--- src/rtl/ppdc_pkg.sv ---
`timescale 1ns / 1ps
`default_nettype none
package ppdc_pkg;

   localparam int TRIG_ITERATIONS = 16;
   localparam int TABLE_LEN = 24;
   localparam int STEPS = (TRIG_ITERATIONS < TABLE_LEN) ? TRIG_ITERATIONS : TABLE_LEN;

   localparam logic signed [39:0] ANG_PI = 40'sd3373259426;
   localparam logic signed [39:0] ANG_TWO_PI = 40'sd6746518852;
   localparam logic signed [39:0] ANG_HALF_PI = 40'sd1686629713;
   localparam logic signed [33:0] CORDIC_KINV = 34'sd652032874;

   localparam logic [2:0] REG_GAIN_RHO = 3'd0;
   localparam logic [2:0] REG_GAIN_ALPHA = 3'd1;
   localparam logic [2:0] REG_GAIN_BETA = 3'd2;
   localparam logic [2:0] REG_LINEAR_LIMIT = 3'd3;
   localparam logic [2:0] REG_ANGULAR_LIMIT = 3'd4;
   localparam logic [2:0] REG_GOAL_X = 3'd5;
   localparam logic [2:0] REG_GOAL_Y = 3'd6;
   localparam logic [2:0] REG_GOAL_HEADING = 3'd7;

   typedef struct packed {
      logic              active;
      logic signed [23:0] robot_x;
      logic signed [23:0] robot_y;
      logic signed [15:0] robot_heading;
   } req_type;

   typedef struct packed {
      logic signed [23:0] linear_velocity;
      logic signed [23:0] angular_velocity;
      logic              in_deadzone;
      logic              was_scaled;
   } rsp_type;

   typedef struct packed {
      logic signed [15:0] gain_rho;
      logic signed [15:0] gain_alpha;
      logic signed [15:0] gain_beta;
      logic [22:0]        linear_limit;
      logic [22:0]        angular_limit;
      logic signed [23:0] goal_x;
      logic signed [23:0] goal_y;
      logic signed [15:0] goal_heading;
   } cfg_type;

   typedef struct packed {
      logic              active;
      logic signed [35:0] theta;
      logic signed [24:0] dx;
      logic signed [24:0] dy;
   } q_entry_type;

   function automatic logic signed [39:0] atan_entry(input logic [4:0] i);
      logic signed [39:0] r;
      case (i)
         5'd0: r = 40'sd843314856;
         5'd1: r = 40'sd497837829;
         5'd2: r = 40'sd263043836;
         5'd3: r = 40'sd133525158;
         5'd4: r = 40'sd67021686;
         5'd5: r = 40'sd33543515;
         5'd6: r = 40'sd16775850;
         5'd7: r = 40'sd8388437;
         5'd8: r = 40'sd4194282;
         5'd9: r = 40'sd2097149;
         5'd10: r = 40'sd1048575;
         5'd11: r = 40'sd524287;
         5'd12: r = 40'sd262143;
         5'd13: r = 40'sd131071;
         5'd14: r = 40'sd65535;
         5'd15: r = 40'sd32767;
         5'd16: r = 40'sd16383;
         5'd17: r = 40'sd8191;
         5'd18: r = 40'sd4095;
         5'd19: r = 40'sd2047;
         5'd20: r = 40'sd1023;
         5'd21: r = 40'sd511;
         5'd22: r = 40'sd255;
         5'd23: r = 40'sd127;
         default: r = 40'sd0;
      endcase
      return r;
   endfunction

endpackage
`default_nettype wire

--- src/rtl/ppdc_front.sv ---
`timescale 1ns / 1ps
`default_nettype none
module ppdc_front (
   input  wire logic                  req_valid,
   output logic                       req_stall,
   input  wire ppdc_pkg::req_type     req_data,
   input  wire ppdc_pkg::cfg_type     cfg,
   input  wire logic                  q_full,
   output logic                       push,
   output ppdc_pkg::q_entry_type      entry
);
   import ppdc_pkg::*;

   logic signed [16:0] hdiff;

   assign req_stall = q_full;
   assign push = req_valid & ~q_full;
   assign hdiff = 17'(req_data.robot_heading) - 17'(cfg.goal_heading);

   always_comb begin
      entry.active = req_data.active;
      entry.theta = 36'(hdiff) <<< 18;
      entry.dx = 25'(req_data.robot_x) - 25'(cfg.goal_x);
      entry.dy = 25'(req_data.robot_y) - 25'(cfg.goal_y);
   end
endmodule
`default_nettype wire

--- config.mk ---
export PLATFORM = sky130hd
export DESIGN_NAME = ppdc_front
export DESIGN_NICKNAME = d
export VERILOG_FILES = /design/src/rtl/ppdc_pkg.sv /design/src/rtl/ppdc_front.sv
export SDC_FILE = /design/constraint.sdc
export NUM_CORES = 1
export LEC_CHECK = 0
export ABC_CLOCK_PERIOD_IN_PS = 3000
export BUFFER_PORTS_ARGS = -buffer_cell sky130_fd_sc_hd__buf_2
export CAP_MARGIN = 20
export CORE_AREA = 2 2 123 125
export DETAILED_ROUTE_END_ITERATION = 10
export DIE_AREA = 0 0 125 127
export GPL_TIMING_DRIVEN = 1
export SLEW_MARGIN = 40
export SYNTH_ARGS = -nofsm -noshare
export SYNTH_HDL_FRONTEND = slang
export SYNTH_SLANG_ARGS = --single-unit
export TNS_END_PERCENT = 50
--- constraint.sdc ---
create_clock -name vclk -period 3
set_clock_uncertainty 0.2 [all_clocks]
set_input_delay 0.3 -clock vclk [all_inputs]
set_output_delay 0.3 -clock vclk [all_outputs]
set_load 0.005 [all_outputs]
* Yosys cells after proc, flatten, opt, wreduce, memory -nomap -nowiden *
Index checks and enable logic that the tools add are counted.

word-level totals
  register bits after elaboration = 0

operators by class
  add/subtract/negate cells = 3
  bitwise logic cells = 2

operators by type and width
  kind                                            number
  24-bit by 24-bit subtractor with 25-bit output  2
  16-bit by 16-bit subtractor with 17-bit output  1
  1-bit bitwise AND                               1
  1-bit inverter                                  1

* Longest topological paths before layout *
  word-level depth = 2
  depth in mapped cells = 11
  depth with buffers taken out = 10

* Least setup slack after synthesis *
Ideal clock, no wire load.

  kind = input -> output
  from = in cfg[8] in the netlist's numbering
  to = out entry[85] in the netlist's numbering
  arrival = 2.194 ns
  data required time = 2.500 ns
  setup slack = 0.306 ns
  cell stages on the path = 11
  path through = inv_1 > ha_1 > clkbuf_1 > a21o_1 > a21oi_1 > nor2_1 > a211oi_1 > o21ai_0 > o21ba_2 > o31ai_1 > buf_4

RTL lines
  item         RTL line          RTL
  from (decl)  ppdc_front.sv:7   input wire ppdc_pkg::cfg_type cfg,
  to (decl)    ppdc_front.sv:10  output ppdc_pkg::q_entry_type entry

==> metrics.json <==
{
  "p_leak_nw": 2.73,
  "worst-endpoint-arrival_ps": 2410,
  "p_sw_uw": 546,
  "post_synth_inst_count": 534,
  "post_drt_wl_per_cell_um": 11.5,
  "floorplan.die.height_um": 127,
  "timing.hold.worst.start": "req_data[64]",
  "finalSetupViolCount": 0,
  "synth_cell_area_um2": 3620,
  "grt_setup_unrepaired": "yes",
  "pwr_cell_area_nw_per_um2": 220,
  "core_area_um2": 14400,
  "worst_slack_ps": 87.7,
  "top_library_cells_by_usage_in_the_layout_fill_and_taps_aside": "200 x sky130_fd_sc_hd__buf_2, 83 x sky130_fd_sc_hd__inv_1, 62 x sky130_fd_sc_hd__ha_1, 48 x sky130_fd_sc_hd__a21oi_1, 32 x sky130_fd_sc_hd__nor2_1",
  "share_of_the_yosys_chip_area_belonging_to_registers_pct": 0,
  "final.clkbuf_count": 0,
  "sequential_cell_total": 0,
  "finalInstanceArea_um2": 4930,
  "net_switching_fraction_of_the_power_pct": 50.5,
  "row_count": 44,
  "number_of_cells_after_detailed_placement": 918,
  "synth_top_family_by_area": "compound AO/OA/AOI/OAI gates",
  "critPathRequiredTime_ps": 2500,
  "tns_ps": 0,
  "cellInternalPower_uw": 535,
  "timing_max_transition_violations_final": 0,
  "final_common_cell": "sky130_fd_sc_hd__buf_2",
  "grt_start_max_net_pins": 11,
  "layoutNonFillerInstCount": 922,
  "hold_viol": 0,
  "drc": 0,
  "grt_pass1_wl_um": 16900,
  "cp-end-kind": "output pin",
  "post_synth_and_or_nand_nor_area_fraction_pct": 19.0,
  "hold_slack_ps": 400,
  "final_net_count": 1032,
  "synth_xor_xnor_area_share_pct": 10.2,
  "synth_compound_area_share_pct": 32.3,
  "final_total_pwr_mw": 1.08,
  "gr-total-overflow": 0,
  "register_area_um2": 0,
  "die_width_um": 125,
  "detailed_placement_wirelength_estimate_um": 9320,
  "critPathMaxFanout": 4,
  "place_ws_ps": 26.3,
  "yosys_warnings": 0,
  "total_die_area_um2": 15900,
  "drt-pass1-iter-count": 4,
  "route.vias.total": 4250,
  "drt-initial-drc-count": 136,
  "wl_um": 10600,
  "synth.mux.area_fraction_pct": 0.276,
  "global_route.usage.total_pct": 12.0,
  "status": "finished, final reports clean",
  "seq_power_share_pct": 0,
  "hold_path.class": "in2out",
  "grt_pass1_vias": 3755,
  "power.clock.fraction_pct": 0,
  "startpoint": "req_data[18]",
  "power.combinational.fraction_pct": 100.0,
  "fmax_mhz": 343,
  "post_route_cells_drive_above_1_share_pct": 34.0,
  "initial_utilization_pct": 25.1,
  "grt_antenna_before_repair": 1,
  "syn_area_per_cell_um2": 6.78,
  "boundaryPins": 314,
  "final_period_minus_worst_setup_slack_ps": 2910,
  "antennaDiodeCount": 0,
  "area.growth.synth_to_final_pct": 36.0,
  "worstSetupStartpointType": "input port",
  "final_core_util_pct": 34.2,
  "number_of_fill_cells_in_the_layout": 1618,
  "min_period_over_period_pct": 97.1,
  "avgViaCountPerCell": 4.61,
  "placed_area_um2": 4830,
  "final_antenna_net_count": 0,
  "count_of_port_buffers_added_during_placement": 200,
  "critical_path_class": "in2out",
  "irDropWorstVdd_mv": 0.109,
  "post_synth_num_cell_types": 65,
  "synthAdderAreaFrac_pct": 23.8,
  "maxCapViolations": 0,
  "place.gp.congestion": 0.837
}
final timing paths:
path / endpoint / slack (ps) / cells past startpoint
setup / recovery: entry[10] / 90 / 10
hold / removal: entry[86] / 400 / 0
routing by layer:
metal | track usage (%) | share of wire, % | wire length, µm
met1 | 16.8 | 47 | 5020
met2 | 20.3 | 45 | 4770
met3 | 2.43 | 7.8 | 832
met4 | 0.0654 | 0 | 0
met5 | 0 | 0.12 | 13
area by class of cell:
class	count	area [µm²]	area share [%]
Multi-Input combinational cell	434	3230	65.6
Timing Repair Buffer	219	1140	23.2
Inverter	85	319	6.48
Tap cell	184	230	4.67
worst max-delay path: stages:
cell	delay [ps]
sky130_fd_sc_hd__buf_2	100
sky130_fd_sc_hd__ha_1	300
sky130_fd_sc_hd__nor2b_2	160
sky130_fd_sc_hd__o31a_1	340
sky130_fd_sc_hd__o21a_1	210
sky130_fd_sc_hd__o21ai_2	180
sky130_fd_sc_hd__a21boi_1	100
sky130_fd_sc_hd__or4b_1	480
sky130_fd_sc_hd__o2111ai_2	100
sky130_fd_sc_hd__buf_2	140
logic make-up after synthesis:
group	after synthesis
xor gates and xnor gates	42
other	1
AOI/OAI and AO/OA	174
and+or+nand+nor	132
muxes	1
adders and majority gates	67
buffers and inverters	117
power groups by stage:
stage	clock network (mW)	logic, mW	registers (mW)
floorplan	0	0.668	0
global placement	0	1.06	0
detailed placement	0	1.06	0
CTS	0	1.06	0
global route	0	1.21	0
finish	0	1.08	0
Yosys cell counts, types with 4 or more instances:
cell,n,area (µm²)
sky130_fd_sc_hd__a211oi_1,7,52.6
sky130_fd_sc_hd__and3_1,7,43.8
sky130_fd_sc_hd__nand2_1,23,86.3
sky130_fd_sc_hd__buf_4,21,158
sky130_fd_sc_hd__nand4_1,7,43.8
sky130_fd_sc_hd__xnor2_1,24,210
sky130_fd_sc_hd__inv_1,85,319
sky130_fd_sc_hd__nor3_1,9,45.0
sky130_fd_sc_hd__o21ai_0,33,165
sky130_fd_sc_hd__ha_1,64,801
sky130_fd_sc_hd__o211ai_1,5,37.5
sky130_fd_sc_hd__and2_1,5,31.3
sky130_fd_sc_hd__nand3_1,6,30.0
sky130_fd_sc_hd__nor2b_1,12,75.1
sky130_fd_sc_hd__clkbuf_1,8,30.0
sky130_fd_sc_hd__nand2b_1,14,87.6
sky130_fd_sc_hd__a21o_1,15,113
sky130_fd_sc_hd__xor2_1,18,158
sky130_fd_sc_hd__a21oi_1,49,245
sky130_fd_sc_hd__o21bai_1,4,30.0
sky130_fd_sc_hd__o311ai_0,4,35.0
sky130_fd_sc_hd__nor2_1,32,120
sky130_fd_sc_hd__a31oi_1,4,25.0
sky130_fd_sc_hd__o21a_1,10,75.1
what timing repair did:
item                                    CTS  global route
hold buffers                              0             0
endpoints found under the setup margin    0            15
setup buffers                             0             4
resized for setup                         0            20
Power figures use the tool's default switching activity.
