**config.mk**
```make
export PLATFORM = sky130hd
export DESIGN_NAME = ppdc_queue
export DESIGN_NICKNAME = d
export VERILOG_FILES = /design/src/rtl/ppdc_pkg.sv /design/src/rtl/ppdc_queue.sv
export SDC_FILE = /design/constraint.sdc
export NUM_CORES = 1
export LEC_CHECK = 0
export BUFFER_PORTS_ARGS = -buffer_cell sky130_fd_sc_hd__buf_2
export CORE_MARGIN = 2
export CORE_UTILIZATION = 52
export CTS_CLUSTER_SIZE = 25
export DETAILED_ROUTE_END_ITERATION = 8
export PLACE_DENSITY_LB_ADDON = 0.08
export SYNTH_ARGS = -nofsm -noshare
export SYNTH_HDL_FRONTEND = slang
export SYNTH_SLANG_ARGS = --single-unit
```
**constraint.sdc**
```tcl
create_clock -name clock -period 4.5 [get_ports clock]
set_clock_uncertainty 0.2 [all_clocks]
set_input_delay 1.125 -clock clock [delete_from_list [all_inputs] [get_ports clock]]
set_output_delay 1.125 -clock clock [all_outputs]
set_load 0.1 [all_outputs]
```
**src/rtl/ppdc_pkg.sv**
```systemverilog
`timescale 1ns / 1ps
`default_nettype none
package ppdc_pkg;

   localparam int TRIG_ITERATIONS = 16;
   localparam int TABLE_LEN = 24;
   localparam int STEPS = (TRIG_ITERATIONS < TABLE_LEN) ? TRIG_ITERATIONS : TABLE_LEN;

   localparam logic signed [39:0] ANG_PI = 40'sd3373259426;
   localparam logic signed [39:0] ANG_TWO_PI = 40'sd6746518852;
   localparam logic signed [39:0] ANG_HALF_PI = 40'sd1686629713;
   localparam logic signed [33:0] CORDIC_KINV = 34'sd652032874;

   localparam logic [2:0] REG_GAIN_RHO = 3'd0;
   localparam logic [2:0] REG_GAIN_ALPHA = 3'd1;
   localparam logic [2:0] REG_GAIN_BETA = 3'd2;
   localparam logic [2:0] REG_LINEAR_LIMIT = 3'd3;
   localparam logic [2:0] REG_ANGULAR_LIMIT = 3'd4;
   localparam logic [2:0] REG_GOAL_X = 3'd5;
   localparam logic [2:0] REG_GOAL_Y = 3'd6;
   localparam logic [2:0] REG_GOAL_HEADING = 3'd7;

   typedef struct packed {
      logic              active;
      logic signed [23:0] robot_x;
      logic signed [23:0] robot_y;
      logic signed [15:0] robot_heading;
   } req_type;

   typedef struct packed {
      logic signed [23:0] linear_velocity;
      logic signed [23:0] angular_velocity;
      logic              in_deadzone;
      logic              was_scaled;
   } rsp_type;

   typedef struct packed {
      logic signed [15:0] gain_rho;
      logic signed [15:0] gain_alpha;
      logic signed [15:0] gain_beta;
      logic [22:0]        linear_limit;
      logic [22:0]        angular_limit;
      logic signed [23:0] goal_x;
      logic signed [23:0] goal_y;
      logic signed [15:0] goal_heading;
   } cfg_type;

   typedef struct packed {
      logic              active;
      logic signed [35:0] theta;
      logic signed [24:0] dx;
      logic signed [24:0] dy;
   } q_entry_type;

   function automatic logic signed [39:0] atan_entry(input logic [4:0] i);
      logic signed [39:0] r;
      case (i)
         5'd0: r = 40'sd843314856;
         5'd1: r = 40'sd497837829;
         5'd2: r = 40'sd263043836;
         5'd3: r = 40'sd133525158;
         5'd4: r = 40'sd67021686;
         5'd5: r = 40'sd33543515;
         5'd6: r = 40'sd16775850;
         5'd7: r = 40'sd8388437;
         5'd8: r = 40'sd4194282;
         5'd9: r = 40'sd2097149;
         5'd10: r = 40'sd1048575;
         5'd11: r = 40'sd524287;
         5'd12: r = 40'sd262143;
         5'd13: r = 40'sd131071;
         5'd14: r = 40'sd65535;
         5'd15: r = 40'sd32767;
         5'd16: r = 40'sd16383;
         5'd17: r = 40'sd8191;
         5'd18: r = 40'sd4095;
         5'd19: r = 40'sd2047;
         5'd20: r = 40'sd1023;
         5'd21: r = 40'sd511;
         5'd22: r = 40'sd255;
         5'd23: r = 40'sd127;
         default: r = 40'sd0;
      endcase
      return r;
   endfunction

endpackage
`default_nettype wire

```
**src/rtl/ppdc_queue.sv**
```systemverilog
`timescale 1ns / 1ps
`default_nettype none
module ppdc_queue (
   input  wire logic                  clock,
   input  wire logic                  reset,
   input  wire logic                  push,
   input  wire ppdc_pkg::q_entry_type push_data,
   input  wire logic                  pop,
   output logic                       full,
   output logic                       not_empty,
   output ppdc_pkg::q_entry_type      head
);
   import ppdc_pkg::*;

   q_entry_type mem_ff [2];
   logic       wp_ff, wp_in, rp_ff, rp_in;
   logic [1:0] cnt_ff, cnt_in;

   assign full = (cnt_ff == 2'd2);
   assign not_empty = (cnt_ff != 2'd0);
   assign head = mem_ff[rp_ff];

   always_comb begin
      wp_in = wp_ff ^ push;
      rp_in = rp_ff ^ pop;
      cnt_in = cnt_ff + 2'(push) - 2'(pop);
   end

   always_ff @(posedge clock) begin
      if (reset) begin
         wp_ff <= 1'b0;
         rp_ff <= 1'b0;
         cnt_ff <= 2'd0;
      end else begin
         wp_ff <= wp_in;
         rp_ff <= rp_in;
         cnt_ff <= cnt_in;
      end
   end

   always_ff @(posedge clock) begin
      if (push) begin
         mem_ff[wp_ff] <= push_data;
      end
   end
endmodule
`default_nettype wire

```
# Word level (Yosys, flattened, before mapping)
# Memories as Yosys holds them, arrays and structs flattened. A register that Yosys moved wholly into a read port is not among the register bits.
# Cells that the tools add are included.
[totals] reg_bits=4 out_inout_bits=89 n_memories=1 ramBits=174 elab_cells=13 inputBits=91
[memory_table] memory="mem_ff" words=2 width=87 read_ports=1 rd_clocked_by_memory_dff=1 write_ports=1 line="ppdc_queue.sv:15" source="q_entry_type mem_ff [2];"
[op_classes] bitwise_logic=2 eq_ne=1 n_reduce_logical=1 add_sub_neg=2 muxes=3
[ops] operator="$mux 1" count=3
[ops] operator="$add 2x1->2" count=1
[ops] operator="$eq 2x2->1 const B" count=1
[ops] operator="$reduce_bool 2->1" count=1
[ops] operator="$sub 2x1->2" count=1
[ops] operator="$xor 1x1->1" count=2

# Depth between registers and ports, before layout
# Gate-level depths: netlist (run 1).
[depth] ltp_word=2 depth_mapped=6 depth_no_buf=6

# Worst setup path after synthesis (run 1)
# No wires, ideal clock.
[synth_timing] path_kind="input port to flip-flop" start="input port push" end="memory mem_ff[0][0] in the netlist's numbering (enable)" path_slack_ps=646 cell_stages=1 n_path_buf=0 setup_ps=456 required_time_ps=3844 t_arrival_ps=3199 cell_sequence="ha_1"
[synth_between] elab_chain_cells=2
[synth_rtl] element="start, declared" line="ppdc_queue.sv:6" source="input wire logic push,"
[synth_rtl] element="$mux 1" line="ppdc_queue.sv:42" source="if (push) begin"
[synth_rtl] element="$mux 1 (not written as such)" line="ppdc_queue.sv:43" source="mem_ff[wp_ff] <= push_data;"
[synth_rtl] element="end, declared" line="ppdc_queue.sv:15"
# Every way passes these cells.

==> results of run 1 <==
-- sequential cells by signal (all words and copies together) (netlist names) --
| name | cells |
|---|---|
| cnt_ff | 2 |
| mem_ff | 174 |
| rp_ff | 1 |
| wp_ff | 1 |
-- synth_stat cells --
| cell type | number | area, µm² |
|---|---|---|
| edfxtp_1 | 174 | 5225 |
| nor2_1 | 3 | 11.26 |
| buf_6 | 4 | 45.04 |
| or2_2 | 1 | 6.260 |
| buf_2 | 6 | 30.03 |
| xnor2_1 | 1 | 8.760 |
| inv_1 | 3 | 11.26 |
| xnor3_1 | 1 | 22.52 |
| dfxtp_1 | 4 | 80.08 |
| ha_1 | 4 | 50.05 |
| nor2b_1 | 2 | 12.51 |
| mux2_2 | 67 | 754.5 |
| mux2_4 | 20 | 300.3 |
-- per-layer routing --
layer / routed length (µm) / vias up / part of all wire
met5: 13 / - / 0.0012
met4: 259 / 2 / 0.023
met3: 984 / 23 / 0.089
met2: 5647 / 133 / 0.51
met1: 4171 / 1618 / 0.38
li1: - / 1532 / -
-- placed cells by master (no fill, tap or decap), types with 3 or more instances in the layout --
cell / netlist / final
mux2_2: 67 / 67
nor2_1: 3 / 3
clkbuf_1: 0 / 3
bufinv_16: 0 / 5
buf_4: 0 / 3
inv_1: 3 / 3
edfxtp_1: 174 / 174
buf_2: 6 / 179
mux2_4: 20 / 20
clkbuf_16: 0 / 17
clkinv_1: 0 / 3
dfxtp_1: 4 / 3
-- per-stage QoR --
stage | hold WS, ps | instance area, µm² | power, W | utilization | cells
global route | 449.4 | 8309 | 0.004694 | 0.6666 | 668
detailed placement | 412.0 | 7685 | 0.003053 | 0.6165 | 636
global placement | 392.5 | 7685 | 0.003042 | 0.6165 | 636
finish | 416.6 | 8309 | 0.004552 | 0.6666 | 668
CTS | 421.5 | 8309 | 0.004591 | 0.6666 | 668
floorplan | 319.5 | 6558 | 0.002885 | - | 290
-- tightest hold or removal path: stages (launching register included) --
cell     delay [ps]
dfxtp_1         330
inv_1            90
ha_4            120
nor2_1           30
-- logic make-up (layout without fill, tap and decap cells) --
logic type,after synthesis,count (layout),synth area share
flip-flops,178,178,0.8090
multiplexers,87,87,0.1608
adder cells (fa/ha/maj),4,4,0.007632
buffers and inverters,13,219,0.01316
XOR/XNOR,2,2,0.004770
AND/OR/NAND/NOR,6,6,0.004579
-- how the worst min path moves through the flow --
stage | from | endpoint | cells past startpoint
after floorplan | wp_ff | wp_ff | 3
after global placement | wp_ff | wp_ff | 3
after detailed placement | wp_ff | wp_ff | 3
after CTS | wp_ff | wp_ff | 3
after global routing | wp_ff | wp_ff | 3
final | wp_ff | wp_ff | 3
-- layout make-up --
cell class                 count  area share
tap                          172     0.02590
clock inverter                12     0.02259
clock buffer                  20     0.05255
sequential                   178      0.6389
multi-input combinational     99      0.1434
inverter                       3    0.001355
timing repair buffer         184      0.1153
-- power breakdown --
part           total [W]  switching [W]  leakage, nW  internal (W)
clock network    0.00154       0.000565        0.300      0.000978
registers        0.00198      0.0000415         1.67       0.00194
logic            0.00103       0.000821         1.21      0.000210
total            0.00455        0.00143         3.18       0.00312
==> results.cfg, run 1 <==
[routing]
first_pass_iters = 4
vias = 3308
drtIter0Drc = 106
wirelength_mm = 11.08
wl_per_cell_um = 16.58
drc_errors = 0
postRouteAntennaNets = 0
via_per_inst = 4.952

[timing]
max_freq_mhz = 275.5
timing.final.ws_setup_ps = 869.8
post-route-min-period_ps = 3630
tns_ps = 0
finalSetupViolations = 0
period_share = 0.8067
tightest_slew_ps = 815.7
hold_violations = 0
grt_setup_unrepaired = false
drv_slew = 0
max_slew_margin = 0.4562

[setup_path]
cp.arrival_ps = 2310
path_class = register to output pin
critPathLaunchType = register
ff2ff_path_depth = 2
end_kind = output pin
crit_start = rp_ff
crit_cells = 3
crit_end = head[53]
timing.rr.start = wp_ff
path_cells = buf_4 > mux2_2 > buf_2
rrSetupSlack_ps = 2610
cp_top_family = flip-flops
critPathMaxStageDelay_ps = 780
worst-path-buf-inv = 2
r2r-end = mem_ff[1][13]
cp.required_ps = 3170
crit_slowest_cell = dfxtp_4
cp_max_fo = 41

[cts]
clock_sinks = 178
cts_max_path_buffers = 2
numCtsBuffers = 17
worstSkewPairLatency_ps = 420
ctsHoldBuffers = 0
tritoncts = built
cts_setup_buffers = 0
cts_resized = 0
ctsHtreeMaxLevel = 4
path_clk_slew_ps = 60
cts-root-buf = clkbuf_16

[min_path]
min_path_type = register to register

[global_routing]
grt_usage = 0.1685
grt_util_met1 = 0.1858
use_met3 = 0.07473
grt_max_degree = 57
grt_pass1_vias = 3375
antenna_found_initial = 1
grt-ovfl-total = 0
grt_first_pass_wirelength_mm = 16.33
grt_use_met2 = 0.2771
grt.busiest_layer = met2

[synth]
yosysUniqueCellTypes = 13
yosys_warnings = 0
syn_avg_cell_area_um2 = 22.61
syn_inst = 290
yosys_register_bits = 178
seq_area_frac_synth = 0.8090
synth_area_um2 = 6558
syn_nets = 385

[place]
dpl.hpwl_mm = 7.249
gp_congestion = 0.7138
pre_cts_slack_ps = 1260
io_buffers = 179

[floorplan]
num_rows = 41
die_y_um = 116.3
start_util = 0.5260
dieArea_um2 = 13520
coreArea_um2 = 12470
fp.dieW_um = 116.3
io_pins = 180

[layout]
final-seq-area_um2 = 5309
drive_above_1_share = 0.6069
syn_to_final_growth_pct = 26.71
n_fill_cell = 901
multi_input_area_um2 = 1191
antenna_cells = 0
nNetsFinal = 578

[status]
outcome = completed

[pwr]
ir_worst_vdd_uv = 339.5
leakage_nw = 3.176
cellPowerDensity_nw_per_um2 = 547.8

[flow_run]
cap_viol_max_count = 0
No activity file was read; power rests on OpenSTA's default activity.
==> inputs of run 2 (changes only) <==
==> constraint.sdc (replaced) <==
create_clock -name clock -period 3.5 [get_ports clock]
set_clock_uncertainty 0.2 [all_clocks]
set_input_delay 0.875 -clock clock [delete_from_list [all_inputs] [get_ports clock]]
set_output_delay 0.875 -clock clock [all_outputs]
set_load 0.1 [all_outputs]
==> results.cfg, run 2 (synthesis results as in run 1) <==
[setup_path]
cp_max_fo = 24
cp_top_family = buffers and inverters
path_cells = buf_4 > mux2_2 > buf_2
critPathLaunchType = register
cp.arrival_ps = 1990
crit_slowest_cell = dfxtp_4
path_class = register to output pin
critPathMaxStageDelay_ps = 520
end_kind = output pin
worst-path-buf-inv = 2
cp.required_ps = 2420

[cts]
tritoncts = built
worstSkewPairLatency_ps = 410
numCtsBuffers = 17
ctsHtreeMaxLevel = 4
ctsHoldBuffers = 0
cts_setup_buffers = 0
path_clk_slew_ps = 60
clock_sinks = 178
cts_resized = 0
cts_max_path_buffers = 2
cts-root-buf = clkbuf_16

[routing]
vias = 3271
drtIter0Drc = 181
first_pass_iters = 4
postRouteAntennaNets = 0
wl_per_cell_um = 16.59
wirelength_mm = 11.06
drc_errors = 0
via_per_inst = 4.904

[layout]
final-seq-area_um2 = 5309
regMostFlops = mem_ff
largest_reg_flops = 174
layout_common_cells = buf_2 (179), edfxtp_1 (174), mux2_2 (67)
antenna_cells = 0
multi_input_area_um2 = 1191
final_common_cell = buf_2
nNetsFinal = 579
syn_to_final_growth_pct = 25.26
n_fill_cell = 909
drive_above_1_share = 0.6040
final-instance-count-excl-fill = 667
largestRegisters = mem_ff (174), cnt_ff (2)

[timing]
tightest_slew_ps = 516.1
max_slew_margin = 0.6583
period_share = 0.8769
drv_slew = 0
max_freq_mhz = 325.8
post-route-min-period_ps = 3069
finalSetupViolations = 0
timing.final.ws_setup_ps = 430.9
grt_setup_unrepaired = false
hold_slack_ps = 414.8
hold_violations = 0
tns_ps = 0

[min_path]
min_path_type = register to register

[global_routing]
grt_first_pass_wirelength_mm = 15.99
grt_pass1_vias = 3264
grt-ovfl-total = 0
grt_max_degree = 47
grt_usage = 0.1650
antenna_found_initial = 1

[status]
outcome = completed

[pwr]
power.total_w = 0.005530
leakage_nw = 3.133
ir_worst_vdd_uv = 393.3
cellPowerDensity_nw_per_um2 = 673.2

[floorplan]
io_pins = 180
num_rows = 41
coreArea_um2 = 12470
start_util = 0.5260
fp.dieW_um = 116.3
die_y_um = 116.3
dieArea_um2 = 13520

[place]
pre_cts_slack_ps = 842.2
gp_congestion = 0.8271
dp_cells = 637
dpl.hpwl_mm = 7.412
io_buffers = 179

[flow_run]
cap_viol_max_count = 0
## run 2: changes by cell type in the layout (fill, tap and decap cells not counted)
cell       previous run  this run
clkbuf_1              3         5
clkinv_2              2         4
buf_12                2         3
clkinv_1              3         2
bufinv_16             5         1
clkinv_4              1         0
## run 2: final timing paths
path              start            end  slack (ps)  depth (start not counted)
setup / recovery  rp_ff       head[30]         430                          3
setup reg to reg  wp_ff  mem_ff[0][71]        1790                          3
hold reg to reg   wp_ff          wp_ff         410                          3
hold / removal    wp_ff          wp_ff         410                          3
## run 2: cell type report
| cell class | count | share of cell area |
|---|---|---|
| Inverter | 3 | 0.001371 |
| Sequential cell | 178 | 0.6463 |
| Multi-Input combinational cell | 99 | 0.1450 |
| Timing Repair Buffer | 185 | 0.1191 |
| Clock buffer | 22 | 0.05407 |
| Tap cell | 172 | 0.02620 |
| Clock inverter | 8 | 0.007921 |
## run 2: worst reg2reg max path, delay by kind of cell (launching register included)
family,cells,cell delay [ps]
adder cells (fa/ha/maj),1,400
flip-flops,1,330
buffers and inverters,2,460
## run 2: metrics by stage
stage / util / cell area (µm²)
after floorplan: - / 6563
after global routing: 0.6589 / 8214
after detailed placement: 0.6181 / 7705
final: 0.6589 / 8214
after CTS: 0.6589 / 8214
after global placement: 0.6181 / 7705
## run 2: layer usage
metal	wire length [µm]	track usage
met3	977	0.06850
met4	369	0.09524
met1	4461	0.1917
met5	13	0
met2	5242	0.2597
## run 2: where the power goes
part	internal [W]	switching (W)	total (W)
combinational	0.000273	0.00107	0.00134
clock	0.000959	0.000697	0.00166
sequential	0.00249	0.0000419	0.00253
total	0.00372	0.00181	0.00553
